[src/hdl/lptu_pkg.sv]
`timescale 1ns / 1ps
// ----------------------------------------------------------------------------
// lptu_pkg: shared types and helpers for the two-process timestamp unit
// Sizes, entry format, state codes and saturating stamp arithmetic.
// ----------------------------------------------------------------------------
package lptu_pkg;

    // Array depths and stamp width
    localparam int MAX_P1_EVENTS = 8;
    localparam int MAX_P2_EVENTS = 8;
    localparam int STAMP_BITS    = 8;

    // Fixed field widths
    localparam int EV_W  = 3;
    localparam int CNT_W = 4;
    localparam int REL_W = 2;
    localparam int DIF_W = EV_W + 1;
    localparam int RD_W  = $clog2(MAX_P1_EVENTS + MAX_P2_EVENTS + 1);

    // Entry queue between front and back
    localparam int FIFO_DEPTH = 4;
    localparam int FIFO_AW    = $clog2(FIFO_DEPTH);

    // Configuration register indexes (word index, paddr[2])
    localparam logic REG_P1_COUNT = 1'b0;
    localparam logic REG_P2_COUNT = 1'b1;

    typedef logic [STAMP_BITS-1:0] stamp_t;

    localparam stamp_t STAMP_MAX = '1;

    // Relation codes as they arrive on the bus
    localparam logic [REL_W-1:0] REL_SEND = 2'b01;
    localparam logic [REL_W-1:0] REL_RECV = 2'b11;

    // Classified operation
    typedef enum logic [1:0] {
        OP_NONE,
        OP_SEND,
        OP_RECV
    } op_t;

    // One queued matrix entry
    typedef struct packed {
        op_t             op;
        logic [EV_W-1:0] p1_idx;
        logic [EV_W-1:0] p2_idx;
        logic            last;
    } entry_t;

    // Back-end sequencer states
    typedef enum logic {
        ST_RUN,
        ST_READ
    } back_state_t;

    // base + d, capped at the stamp maximum
    function automatic stamp_t sat_add(input stamp_t base, input logic [DIF_W-1:0] d);
        logic [STAMP_BITS+DIF_W-1:0] s;
        s = {{DIF_W{1'b0}}, base} + {{STAMP_BITS{1'b0}}, d};
        return (s >= {{DIF_W{1'b0}}, STAMP_MAX}) ? STAMP_MAX : s[STAMP_BITS-1:0];
    endfunction

    // Initial stamp: event index plus one, saturated
    function automatic stamp_t init_stamp(input logic [EV_W-1:0] idx);
        return sat_add('0, {1'b0, idx} + DIF_W'(1));
    endfunction

    // Zero counts as one, anything above the depth counts as the depth
    function automatic logic [CNT_W-1:0] clamp_count(input logic [CNT_W-1:0] c,
                                                     input int depth);
        logic [CNT_W-1:0] r;
        if (c == '0)
        begin
            r = CNT_W'(1);
        end
        else if (c > CNT_W'(depth))
        begin
            r = CNT_W'(depth);
        end
        else
        begin
            r = c;
        end
        return r;
    endfunction

endpackage

[src/hdl/lamport_two_process_timestamps_unit.sv]
`timescale 1ns / 1ps
// ----------------------------------------------------------------------------
// lamport_two_process_timestamps_unit: Lamport clock for two processes
// Top level: APB count registers, entry classifier, entry queue, updater.
// ----------------------------------------------------------------------------
// Matrix entries are taken one per cycle into a four-entry queue; the
// updater retires one queued entry per cycle, raising the target stamp and
// rewriting all later stamps of that process in the same cycle. An entry
// with tlast set starts a readout of p1_event_count + p2_event_count stamps,
// one per cycle unless m_tready stalls, via the output register (P1 first,
// then P2); stamps return to index plus one with the final item. During
// readout the updater takes no entry, so the input side stalls once the
// queue is full. Counts are clamped to 1..8 and should be written only
// while the unit is idle; entries with an index at or beyond its count are
// ignored, and relation code -2 means no relation. Stamps saturate at 255.
// ----------------------------------------------------------------------------
module lamport_two_process_timestamps_unit
    import lptu_pkg::*;
(
    input  logic        clk,
    input  logic        rst_n,
    // APB configuration port
    input  logic        psel,
    input  logic        penable,
    input  logic        pwrite,
    input  logic [2:0]  paddr,
    input  logic [31:0] pwdata,
    output logic [31:0] prdata,
    output logic        pready,
    // Entry stream
    input  logic        s_tvalid,
    output logic        s_tready,
    input  logic [7:0]  s_tdata,    // [2:0] p1_event, [5:3] p2_event, [7:6] zero
    input  logic [1:0]  s_tuser,    // [1:0] relation
    input  logic        s_tlast,    // last_entry
    // Stamp stream
    output logic        m_tvalid,
    input  logic        m_tready,
    output logic [15:0] m_tdata,    // [2:0] event_index, [10:3] timestamp, [15:11] zero
    output logic        m_tuser,    // process_id
    output logic        m_tlast     // last_result
);

    logic [CNT_W-1:0] p1_count_reg;
    logic [CNT_W-1:0] p2_count_reg;
    logic [CNT_W-1:0] p1_count;
    logic [CNT_W-1:0] p2_count;
    logic             wr_en;

    logic             push;
    entry_t           push_entry;
    logic             fifo_full;
    logic             pop;
    entry_t           head;
    logic             empty;

    // Register file, word-decoded on paddr[2]
    assign pready = 1'b1;
    assign wr_en  = psel && penable && pwrite;

    always_ff @(posedge clk or negedge rst_n)
    begin
        if (!rst_n)
        begin
            p1_count_reg <= CNT_W'(5);
            p2_count_reg <= CNT_W'(3);
        end
        else if (wr_en)
        begin
            case (paddr[2])
                REG_P1_COUNT: p1_count_reg <= pwdata[CNT_W-1:0];
                REG_P2_COUNT: p2_count_reg <= pwdata[CNT_W-1:0];
                default:      p1_count_reg <= p1_count_reg;
            endcase
        end
    end

    always_comb
    begin
        case (paddr[2])
            REG_P1_COUNT: prdata = {{(32-CNT_W){1'b0}}, p1_count_reg};
            REG_P2_COUNT: prdata = {{(32-CNT_W){1'b0}}, p2_count_reg};
            default:      prdata = '0;
        endcase
    end

    // Effective counts
    assign p1_count = clamp_count(p1_count_reg, MAX_P1_EVENTS);
    assign p2_count = clamp_count(p2_count_reg, MAX_P2_EVENTS);

    lptu_front u_front (
        .s_tvalid   (s_tvalid),
        .s_tready   (s_tready),
        .s_tdata    (s_tdata),
        .s_tuser    (s_tuser),
        .s_tlast    (s_tlast),
        .p1_count   (p1_count),
        .p2_count   (p2_count),
        .fifo_full  (fifo_full),
        .push       (push),
        .push_entry (push_entry)
    );

    lptu_fifo u_fifo (
        .clk        (clk),
        .rst_n      (rst_n),
        .push       (push),
        .push_entry (push_entry),
        .full       (fifo_full),
        .pop        (pop),
        .head       (head),
        .empty      (empty)
    );

    lptu_back u_back (
        .clk      (clk),
        .rst_n    (rst_n),
        .p1_count (p1_count),
        .p2_count (p2_count),
        .head     (head),
        .empty    (empty),
        .pop      (pop),
        .m_tvalid (m_tvalid),
        .m_tready (m_tready),
        .m_tdata  (m_tdata),
        .m_tuser  (m_tuser),
        .m_tlast  (m_tlast)
    );

endmodule

[src/hdl/lptu_front.sv]
`timescale 1ns / 1ps
// ----------------------------------------------------------------------------
// lptu_front: input classifier
// Accepts matrix entries, range-checks the indices against the active
// counts and turns each entry into a send, receive or no-op for the queue.
// ----------------------------------------------------------------------------
module lptu_front
    import lptu_pkg::*;
(
    input  logic             s_tvalid,
    output logic             s_tready,
    input  logic [7:0]       s_tdata,   // [2:0] p1_event, [5:3] p2_event, [7:6] zero
    input  logic [REL_W-1:0] s_tuser,   // [1:0] relation
    input  logic             s_tlast,   // last_entry
    input  logic [CNT_W-1:0] p1_count,
    input  logic [CNT_W-1:0] p2_count,
    input  logic             fifo_full,
    output logic             push,
    output entry_t           push_entry
);

    logic [EV_W-1:0] p1_idx;
    logic [EV_W-1:0] p2_idx;
    logic            in_range;

    assign p1_idx = s_tdata[2:0];
    assign p2_idx = s_tdata[5:3];

    // Take an item whenever the queue has room
    assign s_tready = !fifo_full;
    assign push     = s_tvalid && !fifo_full;

    assign in_range = ({1'b0, p1_idx} < p1_count) && ({1'b0, p2_idx} < p2_count);

    // Classify the entry
    always_comb
    begin
        push_entry.p1_idx = p1_idx;
        push_entry.p2_idx = p2_idx;
        push_entry.last   = s_tlast;
        push_entry.op     = OP_NONE;
        if (in_range)
        begin
            case (s_tuser)
                REL_SEND: push_entry.op = OP_SEND;
                REL_RECV: push_entry.op = OP_RECV;
                default:  push_entry.op = OP_NONE;
            endcase
        end
    end

endmodule

[src/hdl/lptu_fifo.sv]
`timescale 1ns / 1ps
// ----------------------------------------------------------------------------
// lptu_fifo: entry queue
// Small register queue that decouples the classifier from the updater.
// ----------------------------------------------------------------------------
module lptu_fifo
    import lptu_pkg::*;
(
    input  logic   clk,
    input  logic   rst_n,
    input  logic   push,
    input  entry_t push_entry,
    output logic   full,
    input  logic   pop,
    output entry_t head,
    output logic   empty
);

    entry_t             mem_reg [FIFO_DEPTH];
    logic [FIFO_AW-1:0] wr_ptr_reg;
    logic [FIFO_AW-1:0] wr_ptr_next;
    logic [FIFO_AW-1:0] rd_ptr_reg;
    logic [FIFO_AW-1:0] rd_ptr_next;
    logic [FIFO_AW:0]   count_reg;
    logic [FIFO_AW:0]   count_next;

    assign full  = (count_reg == (FIFO_AW+1)'(FIFO_DEPTH));
    assign empty = (count_reg == '0);
    assign head  = mem_reg[rd_ptr_reg];

    // Pointer and fill update
    always_comb
    begin
        wr_ptr_next = push ? wr_ptr_reg + FIFO_AW'(1) : wr_ptr_reg;
        rd_ptr_next = pop  ? rd_ptr_reg + FIFO_AW'(1) : rd_ptr_reg;
        count_next  = count_reg;
        if (push && !pop)
        begin
            count_next = count_reg + (FIFO_AW+1)'(1);
        end
        else if (pop && !push)
        begin
            count_next = count_reg - (FIFO_AW+1)'(1);
        end
    end

    always_ff @(posedge clk or negedge rst_n)
    begin
        if (!rst_n)
        begin
            wr_ptr_reg <= '0;
            rd_ptr_reg <= '0;
            count_reg  <= '0;
        end
        else
        begin
            wr_ptr_reg <= wr_ptr_next;
            rd_ptr_reg <= rd_ptr_next;
            count_reg  <= count_next;
        end
    end

    // Storage, no reset needed
    always_ff @(posedge clk)
    begin
        if (push)
        begin
            mem_reg[wr_ptr_reg] <= push_entry;
        end
    end

    // Fill level stays within depth
    assert property (@(posedge clk) disable iff (!rst_n) count_reg <= (FIFO_AW+1)'(FIFO_DEPTH))
        else $error("queue fill level above depth");
    // Pops only when something is stored
    assert property (@(posedge clk) disable iff (!rst_n) pop |-> !empty)
        else $error("pop from empty queue");
    // Pushes only when there is room
    assert property (@(posedge clk) disable iff (!rst_n) push |-> (!full || pop))
        else $error("push into full queue");

endmodule

[src/hdl/lptu_back.sv]
`timescale 1ns / 1ps
// ----------------------------------------------------------------------------
// lptu_back: stamp updater and readout sequencer
// Holds both stamp arrays, applies one queued entry per cycle and, after a
// last entry, streams all stamps out and restores the initial values.
// ----------------------------------------------------------------------------
module lptu_back
    import lptu_pkg::*;
(
    input  logic             clk,
    input  logic             rst_n,
    input  logic [CNT_W-1:0] p1_count,
    input  logic [CNT_W-1:0] p2_count,
    input  entry_t           head,
    input  logic             empty,
    output logic             pop,
    output logic             m_tvalid,
    input  logic             m_tready,
    output logic [15:0]      m_tdata,   // [2:0] event_index, [10:3] timestamp, [15:11] zero
    output logic             m_tuser,   // process_id
    output logic             m_tlast    // last_result
);

    back_state_t     state_reg;
    back_state_t     state_next;

    stamp_t          first_reg  [MAX_P1_EVENTS];
    stamp_t          first_next [MAX_P1_EVENTS];
    stamp_t          second_reg  [MAX_P2_EVENTS];
    stamp_t          second_next [MAX_P2_EVENTS];

    logic [RD_W-1:0] rd_cnt_reg;
    logic [RD_W-1:0] rd_cnt_next;
    logic [RD_W-1:0] rd_total;
    logic [RD_W-1:0] rd_off;
    logic            rd_sel_p2;
    logic [EV_W-1:0] rd_idx;
    logic            rd_last;

    logic [EV_W-1:0] addr1;
    logic [EV_W-1:0] addr2;
    stamp_t          rd1;
    stamp_t          rd2;
    stamp_t          cand;
    stamp_t          base;

    logic            load_out;
    logic            do_init;

    logic            out_valid_reg;
    logic            out_pid_reg;
    logic [EV_W-1:0] out_idx_reg;
    stamp_t          out_stamp_reg;
    logic            out_last_reg;

    // Readout position: P1 stamps first, then P2
    assign rd_total  = RD_W'(p1_count) + RD_W'(p2_count);
    assign rd_sel_p2 = (rd_cnt_reg >= RD_W'(p1_count));
    assign rd_off    = rd_sel_p2 ? rd_cnt_reg - RD_W'(p1_count) : rd_cnt_reg;
    assign rd_idx    = rd_off[EV_W-1:0];
    assign rd_last   = (rd_cnt_reg == rd_total - RD_W'(1));

    // One read port per array, shared between update and readout
    assign addr1 = (state_reg == ST_READ) ? rd_idx : head.p1_idx;
    assign addr2 = (state_reg == ST_READ) ? rd_idx : head.p2_idx;
    assign rd1   = first_reg[addr1];
    assign rd2   = second_reg[addr2];

    // Next state
    always_comb
    begin
        state_next = state_reg;
        case (state_reg)
            ST_RUN:
            begin
                if (!empty && head.last)
                begin
                    state_next = ST_READ;
                end
            end
            ST_READ:
            begin
                if (do_init)
                begin
                    state_next = ST_RUN;
                end
            end
            default: state_next = ST_RUN;
        endcase
    end

    // Sequencer outputs
    always_comb
    begin
        pop      = 1'b0;
        load_out = 1'b0;
        case (state_reg)
            ST_RUN:  pop      = !empty;
            ST_READ: load_out = !out_valid_reg || m_tready;
            default:
            begin
                pop      = 1'b0;
                load_out = 1'b0;
            end
        endcase
        do_init = load_out && rd_last;
    end

    // Readout counter
    always_comb
    begin
        rd_cnt_next = rd_cnt_reg;
        if (pop && head.last)
        begin
            rd_cnt_next = '0;
        end
        else if (load_out)
        begin
            rd_cnt_next = rd_cnt_reg + RD_W'(1);
        end
    end

    // Entry update: raise the target stamp, then rewrite all later events
    // of that process as predecessor plus one (closed form base + distance)
    always_comb
    begin
        cand = '0;
        base = '0;
        for (int k = 0; k < MAX_P1_EVENTS; k++)
        begin
            first_next[k] = first_reg[k];
        end
        for (int k = 0; k < MAX_P2_EVENTS; k++)
        begin
            second_next[k] = second_reg[k];
        end
        case (head.op)
            OP_SEND:
            begin
                cand = sat_add(rd1, DIF_W'(1));
                base = (cand > rd2) ? cand : rd2;
                for (int k = 0; k < MAX_P2_EVENTS; k++)
                begin
                    if (EV_W'(k) == head.p2_idx)
                    begin
                        second_next[k] = base;
                    end
                    else if ((EV_W'(k) > head.p2_idx) && (CNT_W'(k) < p2_count))
                    begin
                        second_next[k] = sat_add(base, DIF_W'(k) - {1'b0, head.p2_idx});
                    end
                end
            end
            OP_RECV:
            begin
                cand = sat_add(rd2, DIF_W'(1));
                base = (cand > rd1) ? cand : rd1;
                for (int k = 0; k < MAX_P1_EVENTS; k++)
                begin
                    if (EV_W'(k) == head.p1_idx)
                    begin
                        first_next[k] = base;
                    end
                    else if ((EV_W'(k) > head.p1_idx) && (CNT_W'(k) < p1_count))
                    begin
                        first_next[k] = sat_add(base, DIF_W'(k) - {1'b0, head.p1_idx});
                    end
                end
            end
            default:
            begin
                cand = '0;
                base = '0;
            end
        endcase
    end

    // Control and stamp registers
    always_ff @(posedge clk or negedge rst_n)
    begin
        if (!rst_n)
        begin
            state_reg     <= ST_RUN;
            rd_cnt_reg    <= '0;
            out_valid_reg <= 1'b0;
            for (int k = 0; k < MAX_P1_EVENTS; k++)
            begin
                first_reg[k] <= init_stamp(EV_W'(k));
            end
            for (int k = 0; k < MAX_P2_EVENTS; k++)
            begin
                second_reg[k] <= init_stamp(EV_W'(k));
            end
        end
        else
        begin
            state_reg  <= state_next;
            rd_cnt_reg <= rd_cnt_next;
            if (load_out)
            begin
                out_valid_reg <= 1'b1;
            end
            else if (m_tready)
            begin
                out_valid_reg <= 1'b0;
            end
            if (do_init)
            begin
                for (int k = 0; k < MAX_P1_EVENTS; k++)
                begin
                    first_reg[k] <= init_stamp(EV_W'(k));
                end
                for (int k = 0; k < MAX_P2_EVENTS; k++)
                begin
                    second_reg[k] <= init_stamp(EV_W'(k));
                end
            end
            else if (pop)
            begin
                first_reg  <= first_next;
                second_reg <= second_next;
            end
        end
    end

    // Output payload
    always_ff @(posedge clk)
    begin
        if (load_out)
        begin
            out_pid_reg   <= rd_sel_p2;
            out_idx_reg   <= rd_idx;
            out_stamp_reg <= rd_sel_p2 ? rd2 : rd1;
            out_last_reg  <= rd_last;
        end
    end

    assign m_tvalid = out_valid_reg;
    assign m_tuser  = out_pid_reg;
    assign m_tdata  = {5'b0, out_stamp_reg, out_idx_reg};
    assign m_tlast  = out_last_reg;

    // No entry is taken during readout
    assert property (@(posedge clk) disable iff (!rst_n) (state_reg == ST_READ) |-> !pop)
        else $error("entry popped during readout");
    // A popped last entry starts a readout
    assert property (@(posedge clk) disable iff (!rst_n) (pop && head.last) |=>
                     (state_reg == ST_READ && rd_cnt_reg == '0))
        else $error("last entry did not start readout");
    // Loading the final readout item returns to entry processing
    assert property (@(posedge clk) disable iff (!rst_n) do_init |=>
                     (state_reg == ST_RUN && out_valid_reg && out_last_reg))
        else $error("readout did not finish cleanly");
    // The final readout item is always a P2 stamp at the top index
    assert property (@(posedge clk) disable iff (!rst_n) (out_valid_reg && out_last_reg) |->
                     (out_pid_reg && (CNT_W'(out_idx_reg) == p2_count - CNT_W'(1))))
        else $error("final readout item is not the last P2 stamp");

endmodule
[config.mk]
export PLATFORM = sky130hd
export DESIGN_NAME = lamport_two_process_timestamps_unit
export DESIGN_NICKNAME = d
export VERILOG_FILES = /design/src/hdl/lptu_pkg.sv /design/src/hdl/lamport_two_process_timestamps_unit.sv /design/src/hdl/lptu_front.sv /design/src/hdl/lptu_fifo.sv /design/src/hdl/lptu_back.sv
export SDC_FILE = /design/constraint.sdc
export NUM_CORES = 1
export LEC_CHECK = 0
export ABC_AREA = 1
export CAP_MARGIN = 20
export CORE_MARGIN = 8
export CORE_UTILIZATION = 35
export DETAILED_ROUTE_END_ITERATION = 10
export DONT_BUFFER_PORTS = 1
export SETUP_SLACK_MARGIN = 0.05
export SLEW_MARGIN = 20
export SYNTH_ARGS = -nofsm -noshare
export SYNTH_HDL_FRONTEND = slang
export SYNTH_SLANG_ARGS = --single-unit
[constraint.sdc]
create_clock -name clk -period 8.6 [get_ports clk]
set_input_delay 1.72 -clock clk [delete_from_list [all_inputs] [get_ports clk]]
set_output_delay 1.72 -clock clk [all_outputs]
set_load 0.01 [all_outputs]
==> results.json <==
{
  "drtPass1Iterations": 6,
  "final.fill_count": 4752,
  "cts_tree": "done",
  "ys_seq_area_share_pct": 32.7,
  "post-place-ws_ps": 449,
  "syn_inst": 2228,
  "grt_setup_unrepaired": "no",
  "coreArea_um2": 45400,
  "min_path_type": "flop to flop",
  "slew_viol_final": 0,
  "finalSetupViolations": 0,
  "crit_required_ps": 9000,
  "cts_buffer_depth": 2,
  "cts.sinks": 199,
  "max_slew_margin_pct": 38.5,
  "reg2reg_slack_ps": 610,
  "fp.dieArea_um2": 53100,
  "core.rowCount": 78,
  "gp_congestion": 0.939,
  "globalRouteTotalUtil_pct": 19.4,
  "worst_setup_path_end_kind": "flop",
  "yosys_register_bits": 199,
  "post-route-util_pct": 38.1,
  "syn_to_final_growth_pct": 7.56,
  "first_iter_violations": 1589,
  "clkLatencyLatePin_ps": 470,
  "reg2reg_to": "u_back.first_reg[32]$_DFFE_PN0P_",
  "start_kind": "flop",
  "grt_pass1_vias": 14700,
  "yosys_warnings": 0,
  "grt_overflow": 0,
  "numCtsBuffers": 17,
  "io_pins": 106,
  "ys_types": 61,
  "num_antenna_cells": 0,
  "syn_area_per_cell_um2": 7.22,
  "layout_min_cycle_time_ps": 7990,
  "via_per_inst": 5.38,
  "routed-via-count": 15300,
  "worstMarginPinSlew_ps": 920,
  "drive_gt1_share_pct": 9.86,
  "critical-path-slowest-cell": "dfstp_2",
  "clock.fmax_mhz": 125,
  "crit_fanout": 17,
  "antenna_found_initial": 0,
  "nets": 2391,
  "place_area_um2": 16700,
  "final_antenna_net_count": 0,
  "grt_pass1_wl_um": 81800,
  "crit_top_cell": "nand2_1",
  "crit_arrival_ps": 8390,
  "drc": 0,
  "start_util_pct": 35.4,
  "crit_path_start": "p1_count_reg[2]$_DFFE_PN1P_",
  "status": "finished, final reports clean",
  "portBuffers": 0,
  "cts-root-buf": "clkbuf_16",
  "skew_ps": 14.3,
  "routed_wl_um": 51900,
  "design_area_um2": 17300,
  "r2r-start": "p1_count_reg[2]$_DFFE_PN1P_",
  "post_cts_buffers": 0,
  "worstSetupEndpoint": "u_back.first_reg[32]$_DFFE_PN0P_",
  "wl_per_cell_um": 18.3,
  "fp.dieW_um": 230,
  "hpwl_um": 38200,
  "die_h_um": 230,
  "htree_levels": 4,
  "worstSetupPathType": "flop to flop",
  "slowest_delay_ps": 610,
  "drv_cap": 0,
  "hp-start": "u_back.second_reg[56]$_DFFE_PN1P_",
  "final.setup.worst_slack_ps": 610,
  "reg2reg_depth": 48,
  "post-route-period-util_pct": 92.9,
  "setup_tns_ps": 0,
  "netlist_area_um2": 16100,
  "grt_max_degree": 151,
  "clk_pin_slew_ps": 80,
  "finalHoldViolCount": 0
}
logic make-up (layout without fill, tap and decap cells):
logic type	after synthesis	count (layout)	synth area share (%)
AO/OA/AOI/OAI	354	354	13.1
XOR/XNOR	61	61	3.37
adder cells (fa/ha/maj)	109	109	8.99
buffers and inverters	360	342	10.1
flip-flops	199	199	32.7
other	2	34	0.0467
AND/OR/NAND/NOR	1143	1143	31.7
stage by stage:
| stage | cells | hold WS [ps] |
|---|---|---|
| after floorplan | 2260 | 440 |
| after global placement | 2810 | 464 |
| after detailed placement | 2810 | 467 |
| after CTS | 2842 | 489 |
| after global routing | 2842 | 508 |
| final | 2842 | 488 |
Yosys cell counts, drive strengths merged:
master	number	share of area, %
edfxtp	49	9.2
o21ai	177	5.9
o31ai	4	0.19
dfstp	30	4.9
a211oi	1	0.047
nand3	283	9.2
a32o	22	1.4
nor3	12	0.40
a21o	5	0.23
a21oi	92	2.9
nand2	656	16
clkbuf	17	0.40
dfrtp	120	19
or3	1	0.039
nor2	148	4.0
nand3b	11	0.54
buf	76	3.5
ha	98	7.6
nor4	5	0.19
fa	11	1.4
or2	4	0.16
xor2	51	2.8
a21boi	2	0.12
nand4	18	0.74
clkinv	2	0.054
xnor2	10	0.54
conb	2	0.047
o21bai	5	0.23
and3	1	0.039
and2	2	0.078
nor3b	2	0.093
o221ai	11	0.60
inv	265	6.2
a31oi	11	0.43
o211ai	11	0.54
a32oi	2	0.11
o22ai	11	0.43
worst min path at each step:
stage	endpoint	slack [ps]	cells past startpoint
2_1_floorplan	u_back.first_reg[0]$_DFFE_PN0P_	440	2
3_3_place_gp	u_back.first_reg[0]$_DFFE_PN0P_	460	2
3_5_place_dp	u_back.second_reg[21]$_DFFE_PN0P_	470	2
4_1_cts	u_back.second_reg[21]$_DFFE_PN0P_	490	2
5_1_grt	u_back.first_reg[57]$_DFFE_PN0P_	510	2
6_report	u_back.second_reg[56]$_DFFE_PN1P_	490	2
worst max-delay path: cells and delay by family, from the launching register on:
kind / cells / cell delay, ps
compound gates: 5 / 840
fa+ha+maj: 5 / 1430
buf+inv: 7 / 830
flops: 1 / 610
simple gates: 31 / 4200
what timing repair did:
action | in CTS | in global routing
resized for setup | 0 | 13
setup endpoints to repair | 0 | 48
hold buffers | 0 | 0
cell usage in the layout (no fill, tap or decap), drive strengths merged, types with 10 or more instances in the layout:
cell,instances
nand2,656
nand3,283
inv,272
o21ai,177
nor2,148
dfrtp,120
ha,98
a21oi,92
xor2,51
edfxtp,49
buf,43
conb,34
dfstp,30
a32o,22
nand4,18
clkbuf,18
nor3,12
o221ai,11
a31oi,11
o22ai,11
fa,11
nand3b,11
o211ai,11
xnor2,10
cell type report:
class | count | area, um^2 | area share, %
Clock buffer | 18 | 429 | 2.48
Clock inverter | 14 | 158 | 0.911
Multi-Input combinational cell | 1701 | 9340 | 54.0
Tap cell | 600 | 751 | 4.34
Sequential cell | 199 | 5260 | 30.4
Timing Repair Buffer | 43 | 343 | 1.98
Inverter | 267 | 1010 | 5.84
per-layer routing:
layer  vias to the layer above  share of wire, %  GRT usage [%]
met5                         -                 0              0
met4                         0               3.9           8.49
met3                       110               8.1           3.25
met2                       649                43           29.5
met1                      7238                45           26.8
li1                       7301                 -              -
Power is left out: the tool's default activity adds up to more than one toggle a clock period on the data nets, which glitch-free logic cannot reach.
